**src/rtl/core/bsrm_pkg.sv**
```systemverilog
// ----------------------------------------------------------------------------
// Bounded stack package
// Field widths, command and status codes, controller states and the
// command and status structures between controller and datapath.
// ----------------------------------------------------------------------------
package bsrm_pkg;

   localparam int unsigned CMD_W    = 2;
   localparam int unsigned DATA_W   = 32;
   localparam int unsigned OFFSET_W = 3;
   localparam int unsigned STATUS_W = 3;
   localparam int unsigned COUNT_W  = 4;

   // Command codes of an input item.
   typedef enum logic [CMD_W-1:0] {
      CMD_PUSH   = 2'd0,
      CMD_POP    = 2'd1,
      CMD_REMOVE = 2'd2,
      CMD_READ   = 2'd3
   } cmd_type;

   // Result status codes.
   typedef enum logic [STATUS_W-1:0] {
      STATUS_OK        = 3'd0,
      STATUS_FULL      = 3'd1,
      STATUS_EMPTY     = 3'd2,
      STATUS_NO_MIDDLE = 3'd3,
      STATUS_RANGE     = 3'd4
   } status_type;

   // Controller states.
   typedef enum logic [2:0] {
      S_IDLE,
      S_EXEC,
      S_READ,
      S_SHIFT_RD,
      S_SHIFT_WR,
      S_FINISH
   } state_type;

   // Source of the memory read address.
   typedef enum logic [1:0] {
      RD_TOP,
      RD_OFFSET,
      RD_MID,
      RD_NEXT
   } rd_sel_type;

   // Commands from the controller to the datapath.
   typedef struct packed {
      logic       latch_req;
      logic       push_wr;
      logic       shift_wr;
      logic       rd_en;
      rd_sel_type rd_sel;
      logic       ptr_load;
      logic       count_inc;
      logic       count_dec;
      logic       res_load;
      status_type res_status;
      logic       res_from_mem;
      logic       rsp_load;
   } ctrl_cmd_type;

   // Status from the datapath to the controller.
   typedef struct packed {
      cmd_type cmd;
      logic    full;
      logic    empty;
      logic    one;
      logic    offset_bad;
      logic    shift_last;
   } dp_flags_type;

endpackage

```
**src/rtl/core/bsrm_req_if.sv**
```systemverilog
// ----------------------------------------------------------------------------
// Command channel
// Valid/ready channel that carries one stack command per transfer.
// ----------------------------------------------------------------------------
interface bsrm_req_if;

   logic                                valid;
   logic                                ready;
   logic [bsrm_pkg::CMD_W-1:0]          cmd;
   logic signed [bsrm_pkg::DATA_W-1:0]  push_value;
   logic [bsrm_pkg::OFFSET_W-1:0]       read_offset;

   modport source (output valid, output cmd, output push_value, output read_offset,
                   input ready);
   modport sink (input valid, input cmd, input push_value, input read_offset,
                 output ready);
   modport monitor (input valid, input ready, input cmd, input push_value,
                    input read_offset);

endinterface

```
**src/rtl/core/bsrm_rsp_if.sv**
```systemverilog
// ----------------------------------------------------------------------------
// Result channel
// Valid/ready channel that carries one command result per transfer.
// ----------------------------------------------------------------------------
interface bsrm_rsp_if;

   logic                                valid;
   logic                                ready;
   logic [bsrm_pkg::STATUS_W-1:0]       status;
   logic signed [bsrm_pkg::DATA_W-1:0]  read_data;
   logic [bsrm_pkg::COUNT_W-1:0]        entry_count;

   modport source (output valid, output status, output read_data, output entry_count,
                   input ready);
   modport sink (input valid, input status, input read_data, input entry_count,
                 output ready);
   modport monitor (input valid, input ready, input status, input read_data,
                    input entry_count);

endinterface

```
**src/rtl/core/bsrm_ctrl.sv**
```systemverilog
// ----------------------------------------------------------------------------
// Bounded stack controller
// Sequences one command at a time: checks, memory reads, the shift loop of
// remove-middle and the hand-off into the result register.
// ----------------------------------------------------------------------------
module bsrm_ctrl (
   input  logic                    clock,
   input  logic                    reset,
   input  logic                    req_valid,
   output logic                    req_ready,
   output logic                    rsp_valid,
   input  logic                    rsp_ready,
   input  bsrm_pkg::dp_flags_type  flags,
   output bsrm_pkg::ctrl_cmd_type  cmd
);

   bsrm_pkg::state_type state_ff, state_in;
   logic                rsp_valid_ff, rsp_valid_in;

   // State and result-valid registers.
   always_ff @(posedge clock) begin
      if (reset) begin
         state_ff     <= bsrm_pkg::S_IDLE;
         rsp_valid_ff <= 1'b0;
      end else begin
         state_ff     <= state_in;
         rsp_valid_ff <= rsp_valid_in;
      end
   end

   // Next state and datapath commands.
   always_comb begin
      state_in         = state_ff;
      req_ready        = 1'b0;
      cmd              = '0;
      cmd.rd_sel       = bsrm_pkg::RD_TOP;
      cmd.res_status   = bsrm_pkg::STATUS_OK;

      case (state_ff)
         bsrm_pkg::S_IDLE: begin
            req_ready = 1'b1;
            if (req_valid) begin
               cmd.latch_req = 1'b1;
               state_in      = bsrm_pkg::S_EXEC;
            end
         end
         bsrm_pkg::S_EXEC: begin
            // Refused commands finish here with a zero data word.
            state_in = bsrm_pkg::S_FINISH;
            case (flags.cmd)
               bsrm_pkg::CMD_PUSH: begin
                  cmd.res_load = 1'b1;
                  if (flags.full) begin
                     cmd.res_status = bsrm_pkg::STATUS_FULL;
                  end else begin
                     cmd.push_wr   = 1'b1;
                     cmd.count_inc = 1'b1;
                  end
               end
               bsrm_pkg::CMD_POP: begin
                  if (flags.empty) begin
                     cmd.res_load   = 1'b1;
                     cmd.res_status = bsrm_pkg::STATUS_EMPTY;
                  end else begin
                     cmd.rd_en  = 1'b1;
                     cmd.rd_sel = bsrm_pkg::RD_TOP;
                     state_in   = bsrm_pkg::S_READ;
                  end
               end
               bsrm_pkg::CMD_REMOVE: begin
                  if (flags.empty) begin
                     cmd.res_load   = 1'b1;
                     cmd.res_status = bsrm_pkg::STATUS_EMPTY;
                  end else if (flags.one) begin
                     cmd.res_load   = 1'b1;
                     cmd.res_status = bsrm_pkg::STATUS_NO_MIDDLE;
                  end else begin
                     cmd.rd_en    = 1'b1;
                     cmd.rd_sel   = bsrm_pkg::RD_MID;
                     cmd.ptr_load = 1'b1;
                     state_in     = bsrm_pkg::S_READ;
                  end
               end
               bsrm_pkg::CMD_READ: begin
                  if (flags.empty) begin
                     cmd.res_load   = 1'b1;
                     cmd.res_status = bsrm_pkg::STATUS_EMPTY;
                  end else if (flags.offset_bad) begin
                     cmd.res_load   = 1'b1;
                     cmd.res_status = bsrm_pkg::STATUS_RANGE;
                  end else begin
                     cmd.rd_en  = 1'b1;
                     cmd.rd_sel = bsrm_pkg::RD_OFFSET;
                     state_in   = bsrm_pkg::S_READ;
                  end
               end
               default: begin
                  state_in = bsrm_pkg::S_IDLE;
               end
            endcase
         end
         bsrm_pkg::S_READ: begin
            // The word read is the result data of pop, read and remove-middle.
            cmd.res_load     = 1'b1;
            cmd.res_from_mem = 1'b1;
            state_in         = bsrm_pkg::S_FINISH;
            if (flags.cmd == bsrm_pkg::CMD_POP) begin
               cmd.count_dec = 1'b1;
            end else if (flags.cmd == bsrm_pkg::CMD_REMOVE) begin
               state_in = bsrm_pkg::S_SHIFT_RD;
            end
         end
         bsrm_pkg::S_SHIFT_RD: begin
            cmd.rd_en  = 1'b1;
            cmd.rd_sel = bsrm_pkg::RD_NEXT;
            state_in   = bsrm_pkg::S_SHIFT_WR;
         end
         bsrm_pkg::S_SHIFT_WR: begin
            cmd.shift_wr = 1'b1;
            if (flags.shift_last) begin
               cmd.count_dec = 1'b1;
               state_in      = bsrm_pkg::S_FINISH;
            end else begin
               state_in = bsrm_pkg::S_SHIFT_RD;
            end
         end
         bsrm_pkg::S_FINISH: begin
            // Wait until the result register is free or being emptied.
            if (!rsp_valid_ff || rsp_ready) begin
               cmd.rsp_load = 1'b1;
               state_in     = bsrm_pkg::S_IDLE;
            end
         end
         default: begin
            state_in = bsrm_pkg::S_IDLE;
         end
      endcase

      // Result register occupancy.
      if (cmd.rsp_load) begin
         rsp_valid_in = 1'b1;
      end else if (rsp_ready) begin
         rsp_valid_in = 1'b0;
      end else begin
         rsp_valid_in = rsp_valid_ff;
      end
   end

   assign rsp_valid = rsp_valid_ff;

endmodule

```
**src/rtl/core/bsrm_datapath.sv**
```systemverilog
// ----------------------------------------------------------------------------
// Bounded stack datapath
// Entry memory, fill count, shift pointer, command registers and the
// result registers, driven by the controller's commands.
// ----------------------------------------------------------------------------
module bsrm_datapath #(
   parameter int unsigned DEPTH = 8
) (
   input  logic                                clock,
   input  logic                                reset,
   input  logic [bsrm_pkg::CMD_W-1:0]          req_cmd,
   input  logic signed [bsrm_pkg::DATA_W-1:0]  req_push_value,
   input  logic [bsrm_pkg::OFFSET_W-1:0]       req_read_offset,
   input  bsrm_pkg::ctrl_cmd_type              cmd,
   output bsrm_pkg::dp_flags_type              flags,
   output logic [bsrm_pkg::STATUS_W-1:0]       rsp_status,
   output logic signed [bsrm_pkg::DATA_W-1:0]  rsp_read_data,
   output logic [bsrm_pkg::COUNT_W-1:0]        rsp_entry_count
);

   localparam int unsigned CW     = $clog2(DEPTH + 1);
   localparam int unsigned AW     = $clog2(DEPTH);
   localparam int unsigned XW     = (CW > bsrm_pkg::OFFSET_W) ? CW : bsrm_pkg::OFFSET_W;
   localparam int unsigned SW     = CW + 1;
   localparam int unsigned DW     = bsrm_pkg::DATA_W;
   localparam int unsigned OUT_CW = bsrm_pkg::COUNT_W;

   logic signed [DW-1:0]          entry_mem [DEPTH];
   logic signed [DW-1:0]          rd_data_ff;

   bsrm_pkg::cmd_type             cmd_ff, cmd_in;
   logic signed [DW-1:0]          value_ff, value_in;
   logic [bsrm_pkg::OFFSET_W-1:0] offset_ff, offset_in;
   logic [CW-1:0]                 count_ff, count_in;
   logic [AW-1:0]                 ptr_ff, ptr_in;
   bsrm_pkg::status_type          res_status_ff, res_status_in;
   logic signed [DW-1:0]          res_data_ff, res_data_in;
   logic [bsrm_pkg::STATUS_W-1:0] rsp_status_ff, rsp_status_in;
   logic signed [DW-1:0]          rsp_data_ff, rsp_data_in;
   logic [OUT_CW-1:0]             rsp_count_ff, rsp_count_in;

   logic [CW-1:0]                 count_m1;
   logic [CW-1:0]                 mid_full;
   logic [XW-1:0]                 off_diff;
   logic [AW-1:0]                 rd_addr;
   logic [AW-1:0]                 wr_addr;
   logic signed [DW-1:0]          wr_data;
   logic                          wr_en;

   // Address arithmetic.
   assign count_m1 = count_ff - CW'(1);
   assign mid_full = count_m1 >> 1;
   assign off_diff = XW'(count_ff) - XW'(offset_ff) - XW'(1);

   // Read address select.
   always_comb begin
      case (cmd.rd_sel)
         bsrm_pkg::RD_TOP:    rd_addr = count_m1[AW-1:0];
         bsrm_pkg::RD_OFFSET: rd_addr = off_diff[AW-1:0];
         bsrm_pkg::RD_MID:    rd_addr = mid_full[AW-1:0];
         bsrm_pkg::RD_NEXT:   rd_addr = ptr_ff + AW'(1);
         default:             rd_addr = count_m1[AW-1:0];
      endcase
   end

   // One write port: a push on top, or a shift step moving an entry down.
   assign wr_en   = cmd.push_wr | cmd.shift_wr;
   assign wr_addr = cmd.shift_wr ? ptr_ff : count_ff[AW-1:0];
   assign wr_data = cmd.shift_wr ? rd_data_ff : value_ff;

   // Entry memory with registered read data.
   always_ff @(posedge clock) begin
      if (wr_en) begin
         entry_mem[wr_addr] <= wr_data;
      end
      if (cmd.rd_en) begin
         rd_data_ff <= entry_mem[rd_addr];
      end
   end

   // Next values of the command, count, pointer and result registers.
   always_comb begin
      cmd_in        = cmd.latch_req ? bsrm_pkg::cmd_type'(req_cmd) : cmd_ff;
      value_in      = cmd.latch_req ? req_push_value : value_ff;
      offset_in     = cmd.latch_req ? req_read_offset : offset_ff;

      count_in = count_ff;
      if (cmd.count_inc) begin
         count_in = count_ff + CW'(1);
      end else if (cmd.count_dec) begin
         count_in = count_m1;
      end

      ptr_in = ptr_ff;
      if (cmd.ptr_load) begin
         ptr_in = mid_full[AW-1:0];
      end else if (cmd.shift_wr) begin
         ptr_in = ptr_ff + AW'(1);
      end

      res_status_in = cmd.res_load ? cmd.res_status : res_status_ff;
      res_data_in   = res_data_ff;
      if (cmd.res_load) begin
         res_data_in = cmd.res_from_mem ? rd_data_ff : '0;
      end

      rsp_status_in = rsp_status_ff;
      rsp_data_in   = rsp_data_ff;
      rsp_count_in  = rsp_count_ff;
      if (cmd.rsp_load) begin
         rsp_status_in = res_status_ff;
         rsp_data_in   = res_data_ff;
         rsp_count_in  = OUT_CW'(count_ff);
      end
   end

   // The fill count is control state; the rest is payload.
   always_ff @(posedge clock) begin
      if (reset) begin
         count_ff <= '0;
      end else begin
         count_ff <= count_in;
      end
   end

   always_ff @(posedge clock) begin
      cmd_ff        <= cmd_in;
      value_ff      <= value_in;
      offset_ff     <= offset_in;
      ptr_ff        <= ptr_in;
      res_status_ff <= res_status_in;
      res_data_ff   <= res_data_in;
      rsp_status_ff <= rsp_status_in;
      rsp_data_ff   <= rsp_data_in;
      rsp_count_ff  <= rsp_count_in;
   end

   // Status toward the controller.
   always_comb begin
      flags.cmd        = cmd_ff;
      flags.full       = (count_ff == CW'(DEPTH));
      flags.empty      = (count_ff == '0);
      flags.one        = (count_ff == CW'(1));
      flags.offset_bad = (XW'(offset_ff) >= XW'(count_ff));
      flags.shift_last = ((SW'(ptr_ff) + SW'(2)) >= SW'(count_ff));
   end

   assign rsp_status      = rsp_status_ff;
   assign rsp_read_data   = rsp_data_ff;
   assign rsp_entry_count = rsp_count_ff;

endmodule

```
**src/rtl/core/bounded_stack_remove_middle_core.sv**
```systemverilog
// ----------------------------------------------------------------------------
// Bounded stack with remove-middle
// Fixed-depth LIFO of signed 32-bit words with push, pop, remove-middle and
// read-at-offset commands, one result per command.
//
// Usage:
//   req_if carries a command (cmd, push_value, read_offset); rsp_if returns
//   its result (status, read_data, entry_count). Both are valid/ready
//   channels; a transfer takes place when valid and ready are both high.
//   One command is processed at a time. req_if.ready is high while the
//   controller is idle, also while an earlier result still waits.
//   Push and refused commands go from the S_EXEC checks straight to
//   S_FINISH; pop and read add a memory read in S_READ, and remove-middle
//   follows that read with a shift loop that alternates S_SHIFT_RD and
//   S_SHIFT_WR, moving the entries above the removed one down one place
//   at a time. A new command is taken only after the result of the last
//   one has been handed to the result register.
//   Reset empties the stack and drops any pending result. While the
//   receiver stalls, the result stays in its register and the next finished
//   command waits in the controller, with req_if.ready low.
// ----------------------------------------------------------------------------
module bounded_stack_remove_middle_core #(
   parameter int unsigned DEPTH = 8
) (
   input logic        clock,
   input logic        reset,
   bsrm_req_if.sink   req_if,
   bsrm_rsp_if.source rsp_if
);

   bsrm_pkg::ctrl_cmd_type ctrl_cmd;
   bsrm_pkg::dp_flags_type dp_flags;

   // Sequencing.
   bsrm_ctrl u_ctrl (
      .clock     (clock),
      .reset     (reset),
      .req_valid (req_if.valid),
      .req_ready (req_if.ready),
      .rsp_valid (rsp_if.valid),
      .rsp_ready (rsp_if.ready),
      .flags     (dp_flags),
      .cmd       (ctrl_cmd)
   );

   // Storage and result registers.
   bsrm_datapath #(
      .DEPTH (DEPTH)
   ) u_datapath (
      .clock           (clock),
      .reset           (reset),
      .req_cmd         (req_if.cmd),
      .req_push_value  (req_if.push_value),
      .req_read_offset (req_if.read_offset),
      .cmd             (ctrl_cmd),
      .flags           (dp_flags),
      .rsp_status      (rsp_if.status),
      .rsp_read_data   (rsp_if.read_data),
      .rsp_entry_count (rsp_if.entry_count)
   );

endmodule

```
**src/flat_wrapper.sv**
```systemverilog
// flat-port wrapper written by rule: the top's interface ports become plain ports
module bounded_stack_remove_middle_core_flat 
#(
   parameter int unsigned DEPTH = 8
)
  (clock, reset, req_if_valid, req_if_cmd, req_if_push_value, req_if_read_offset, req_if_ready, rsp_if_valid, rsp_if_status, rsp_if_read_data, rsp_if_entry_count, rsp_if_ready);
  bsrm_req_if req_if_i ();
  bsrm_rsp_if rsp_if_i ();
  input logic clock;
  input logic reset;
  input wire logic [$bits(req_if_i.valid)-1:0] req_if_valid;
  input wire logic [$bits(req_if_i.cmd)-1:0] req_if_cmd;
  input wire logic [$bits(req_if_i.push_value)-1:0] req_if_push_value;
  input wire logic [$bits(req_if_i.read_offset)-1:0] req_if_read_offset;
  output wire logic [$bits(req_if_i.ready)-1:0] req_if_ready;
  output wire logic [$bits(rsp_if_i.valid)-1:0] rsp_if_valid;
  output wire logic [$bits(rsp_if_i.status)-1:0] rsp_if_status;
  output wire logic [$bits(rsp_if_i.read_data)-1:0] rsp_if_read_data;
  output wire logic [$bits(rsp_if_i.entry_count)-1:0] rsp_if_entry_count;
  input wire logic [$bits(rsp_if_i.ready)-1:0] rsp_if_ready;
  assign req_if_i.valid = req_if_valid;
  assign req_if_i.cmd = req_if_cmd;
  assign req_if_i.push_value = req_if_push_value;
  assign req_if_i.read_offset = req_if_read_offset;
  assign req_if_ready = req_if_i.ready;
  assign rsp_if_valid = rsp_if_i.valid;
  assign rsp_if_status = rsp_if_i.status;
  assign rsp_if_read_data = rsp_if_i.read_data;
  assign rsp_if_entry_count = rsp_if_i.entry_count;
  assign rsp_if_i.ready = rsp_if_ready;
  bounded_stack_remove_middle_core #(.DEPTH(DEPTH)) u_core (.clock(clock), .reset(reset), .req_if(req_if_i), .rsp_if(rsp_if_i));
endmodule
```
**config.mk**
```make
export PLATFORM = sky130hd
export DESIGN_NAME = bounded_stack_remove_middle_core_flat
export DESIGN_NICKNAME = d
export VERILOG_FILES = /design/src/rtl/core/bsrm_pkg.sv /design/src/rtl/core/bsrm_req_if.sv /design/src/rtl/core/bsrm_rsp_if.sv /design/src/rtl/core/bsrm_ctrl.sv /design/src/rtl/core/bsrm_datapath.sv /design/src/rtl/core/bounded_stack_remove_middle_core.sv /design/src/flat_wrapper.sv
export SDC_FILE = /design/constraint.sdc
export NUM_CORES = 1
export LEC_CHECK = 0
export ABC_AREA = 1
export BUFFER_PORTS_ARGS = -buffer_cell sky130_fd_sc_hd__buf_2
export CORE_MARGIN = 5
export CORE_UTILIZATION = 30
export DETAILED_ROUTE_END_ITERATION = 16
export GPL_ROUTABILITY_DRIVEN = 0
export PLACE_DENSITY = 0.54
export SYNTH_ARGS = -nofsm -noshare
export SYNTH_HDL_FRONTEND = slang
export SYNTH_SLANG_ARGS = --single-unit
```
**constraint.sdc**
```tcl
create_clock -name clock -period 13.13 [get_ports clock]
set_input_delay 1.9695 -clock clock [delete_from_list [all_inputs] [get_ports clock]]
set_output_delay 1.9695 -clock clock [all_outputs]
set_load 0.01 [all_outputs]
```
==> summary.md <==
| Metric | Value |
|---|---|
| Resized cells post-CTS | 0 |
| Max-cap viol count | 0 |
| Average cell area after synthesis | 11.0 um2 |
| Routed length per placed instance | 16.0 um |
| Detailed-route via count | between 10000 and 15000 |
| Total track usage | 0.123 |
| Routed wire length | ~40000 um |
| Number of synthesized register bits | 410 |
| Slowest stage cell, crit path | nand2_4 |
| Worst hold path type | reg2reg |
| CP max stage delay | 810 ps |
| Worst slew margin | 0.263 |
| Worst-path maximum fanout | 76 |
| Reg2reg end | u_core.u_datapath.rd_data_ff[18] |
| Post-synth top area share | 0.690 |
| Fill cell count | approximately 5700 |
| Ys Warns | 0 |
| Vias per Instance | 4.37 |
| Synth Cell Area | ~17000 um2 |
| Vias in the first global route | ~11000 |
| CP endpoint kind | flip-flop |
| Place WS | 8470 ps |
| Syn_nets | between 1500 and 2000 |
| Worst reg-to-reg setup slack | 8450 ps |
| Postcts setup bufs | 0 |
| FF+latch area | 12200 um2 |
| Worst VDD drop | 170 uV |
| Die Y | 251 um |
| Post-route worst setup slack | 8450 ps |
| Post-synth ARST share | 0 |
| Post-route setup TNS | 0 ps |
| Initial core utilization | 0.303 |
| Worst skew pair latency | 550 ps |
| Area Overhead vs Synth | 14.8% |
| Synth area leader | edfxtp_1 |
| Hold path start | u_core.u_datapath.res_data_ff[3] |
| CTS tree | yes |
| Initial DRC count | 538 |
| Final Cycle Share | 0.357 |
| Antenna Cells | 0 |
| Hold_ws | between 400 and 500 ps |
| RSZ-0062 raised after global routing | no |
| Die Area | 63200 um2 |
| CTS Sinks | 410 |
| Crit-path cells | ha_1 > fa_1 > nand2_1 > nand2_1 > nand4_2 > o21ai_4 > nand3_4 > nand2_4 > buf_4 > nand2_1 > nand3_1 > nand2_1 > nand2_1 > nand2_1 |
| Critical path class | reg2reg |
| Fin area | 20100 um2 |
| Pin count of the biggest net entering global routing | 77 |
| Netlist cell types | 41 |
| GR Overflow Total | 0 |
| Nets | around 1700 |
| Die Wd | ~250 um |
| Crit path time final | 4680 ps |
| Hold Vio Cnt, Final | 0 |
| Startpoint Class | flip-flop |
| H-Tree Level Count | 2 |
| Final ANT Viol Nets | 0 |
| P_leak | around 8.4 nW |
| Status | finished, final reports clean |
| Core Region | 57700 um2 |
| Initial antenna violation count | 0 |
| CP dominant cell by count | nand2_1 |
| CTS buffer count | 42 |
| Synth area leaders | edfxtp_1 69%, nand2_1 7.7%, nand3_1 7.6% |
| Layout cells sized above 1 | 0.112 |
| First-pass GRT wire length | 61600 um |
| Most common cell in the synthesized netlist | edfxtp_1 |
| Row count | 88 |
| WP data required | roughly 13000 ps |
| Root Buffer | clkbuf_16 |
| Post-synth EDFFs | 402 |
| Post-synth top cells | 402 x edfxtp_1, 358 x nand2_1, 321 x inv_1, 265 x nand3_1, 64 x nor2_1 |
| Hold path depth | 0 |
| Footprint of the multi-input gates | 3740 um2 |
| Cts hold-fix bufs | 0 |
| Post-DP Area | 18700 um2 |
| Pins Over Slew Limit | 0 |
| Main synth FF type | edfxtp_1 |
| Length in cells of the worst reg-to-reg path | 14 |
| Clock skew | approximately 18 ps |
| Power Total | 0.00492 W |
| Sequential area share after synthesis | 0.699 |
| Final setup fails | 0 |
| # DRC | 0 |
| Clock transition at the registers of the reported paths | 60 ps |
| Detailed Place HPWL | 21400 um |
| CP arrival | 4980 ps |
| Reg2reg start | u_core.u_datapath.count_ff[0] |
| Port bufs | 81 |
| Pwr dens | between 200 and 250 nW/um2 |
| Max clock buf depth | 3 |
| Post-Synthesis Cells | about 1600 |
| I/O pins | 82 |
| Worst-Margin Slew | 1090 ps |
| Router iterations before antenna repair | 5 |
| Max Clk Rate | 214 MHz |
| Hold path endpoint | u_core.u_datapath.rsp_read_data[3] |
## where the power goes
group	switching (W)	total, W	internal [W]
registers	0.0000720	0.00194	0.00187
logic	0.00132	0.00179	0.000478
clock network	0.000482	0.00118	0.000699
## flip-flops by register name (all words and copies together), names as in the netlist
| name | flops |
|---|---|
| u_core.u_ctrl.rsp_valid | 1 |
| u_core.u_ctrl.state_ff | 3 |
| u_core.u_datapath.cmd_ff | 2 |
| u_core.u_datapath.count_ff | 4 |
| u_core.u_datapath.entry_mem | 256 |
| u_core.u_datapath.offset_ff | 3 |
| u_core.u_datapath.ptr_ff | 3 |
| u_core.u_datapath.rd_data_ff | 32 |
| u_core.u_datapath.res_data_ff | 32 |
| u_core.u_datapath.res_status_ff | 3 |
| u_core.u_datapath.rsp_entry_count | 4 |
| u_core.u_datapath.rsp_read_data | 32 |
| u_core.u_datapath.rsp_status | 3 |
| u_core.u_datapath.value_ff | 32 |
## layout make-up
class / count / area share
Clock buffer: 53 / 0.0555
Clock inverter: 23 / 0.0120
Inverter: 326 / 0.0609
Multi-Input combinational cell: 788 / 0.186
Sequential cell: 410 / 0.609
Tap cell: 765 / 0.0477
Timing Repair Buffer: 103 / 0.0284
## placed cells by master (no fill, tap or decap), types with 3 or more instances in the layout
cell and instances:
a21oi_1 7, buf_2 81, buf_4 22, bufinv_16 5
clkbuf_1 10, clkbuf_16 43, clkinv_1 10, clkinv_2 5
dfxtp_1 8, edfxtp_1 402, ha_1 12, inv_1 321
inv_2 4, nand2_1 355, nand2_2 6, nand3_1 264
nor2_1 56, nor2_4 9, nor3_1 3, o21ai_0 41
o21ai_4 3, xor2_1 4
## worst max-delay path by stage
stage	start	endpoint	slack [ps]	cells past startpoint
after floorplan	rsp_if_ready	u_core.u_datapath.rsp_entry_count[0]	6860	2
after global placement	u_core.u_datapath.count_ff[0]	u_core.u_datapath.rd_data_ff[15]	8590	14
after detailed placement	u_core.u_datapath.count_ff[0]	u_core.u_datapath.rd_data_ff[18]	8470	14
after CTS	u_core.u_datapath.count_ff[0]	u_core.u_datapath.rd_data_ff[8]	8470	14
after global routing	u_core.u_datapath.count_ff[0]	u_core.u_datapath.rd_data_ff[19]	8040	14
final	u_core.u_datapath.count_ff[0]	u_core.u_datapath.rd_data_ff[18]	8450	14
## through the flow
stage | cells | utilization
finish | 2468 | 0.348
global route | 2468 | 0.348
CTS | 2468 | 0.348
detailed placement | 2392 | 0.325
global placement | 2392 | 0.325
floorplan | 1596 | -
## critical path: cells and delay by family (launching register included)
kind	cells	cell delay (ps)
adder cells (fa/ha/maj)	2	480
AND/OR/NAND/NOR	10	2190
flip-flops	1	630
AO/OA/AOI/OAI	1	250
buffers and inverters	1	790
## layer usage
metal	up-vias	track usage	wire length, um
met4	0	0.0306	702
met1	5193	0.158	17700
met2	176	0.218	19800
met5	-	0	0
met3	57	0.0202	1400
li1	5362	-	-
## cells by family (layout without fill, tap and decap cells)
logic type      Yosys count  in the layout  share of synthesized area
xor+xnor                  6              6                    0.00300
buf+inv                 398            505                     0.0937
compound gates           63             63                     0.0205
flops                   410            410                      0.699
fa+ha+maj                13             13                    0.00973
simple gates            706            706                      0.174
No activity file was read; power rests on OpenSTA's default activity.
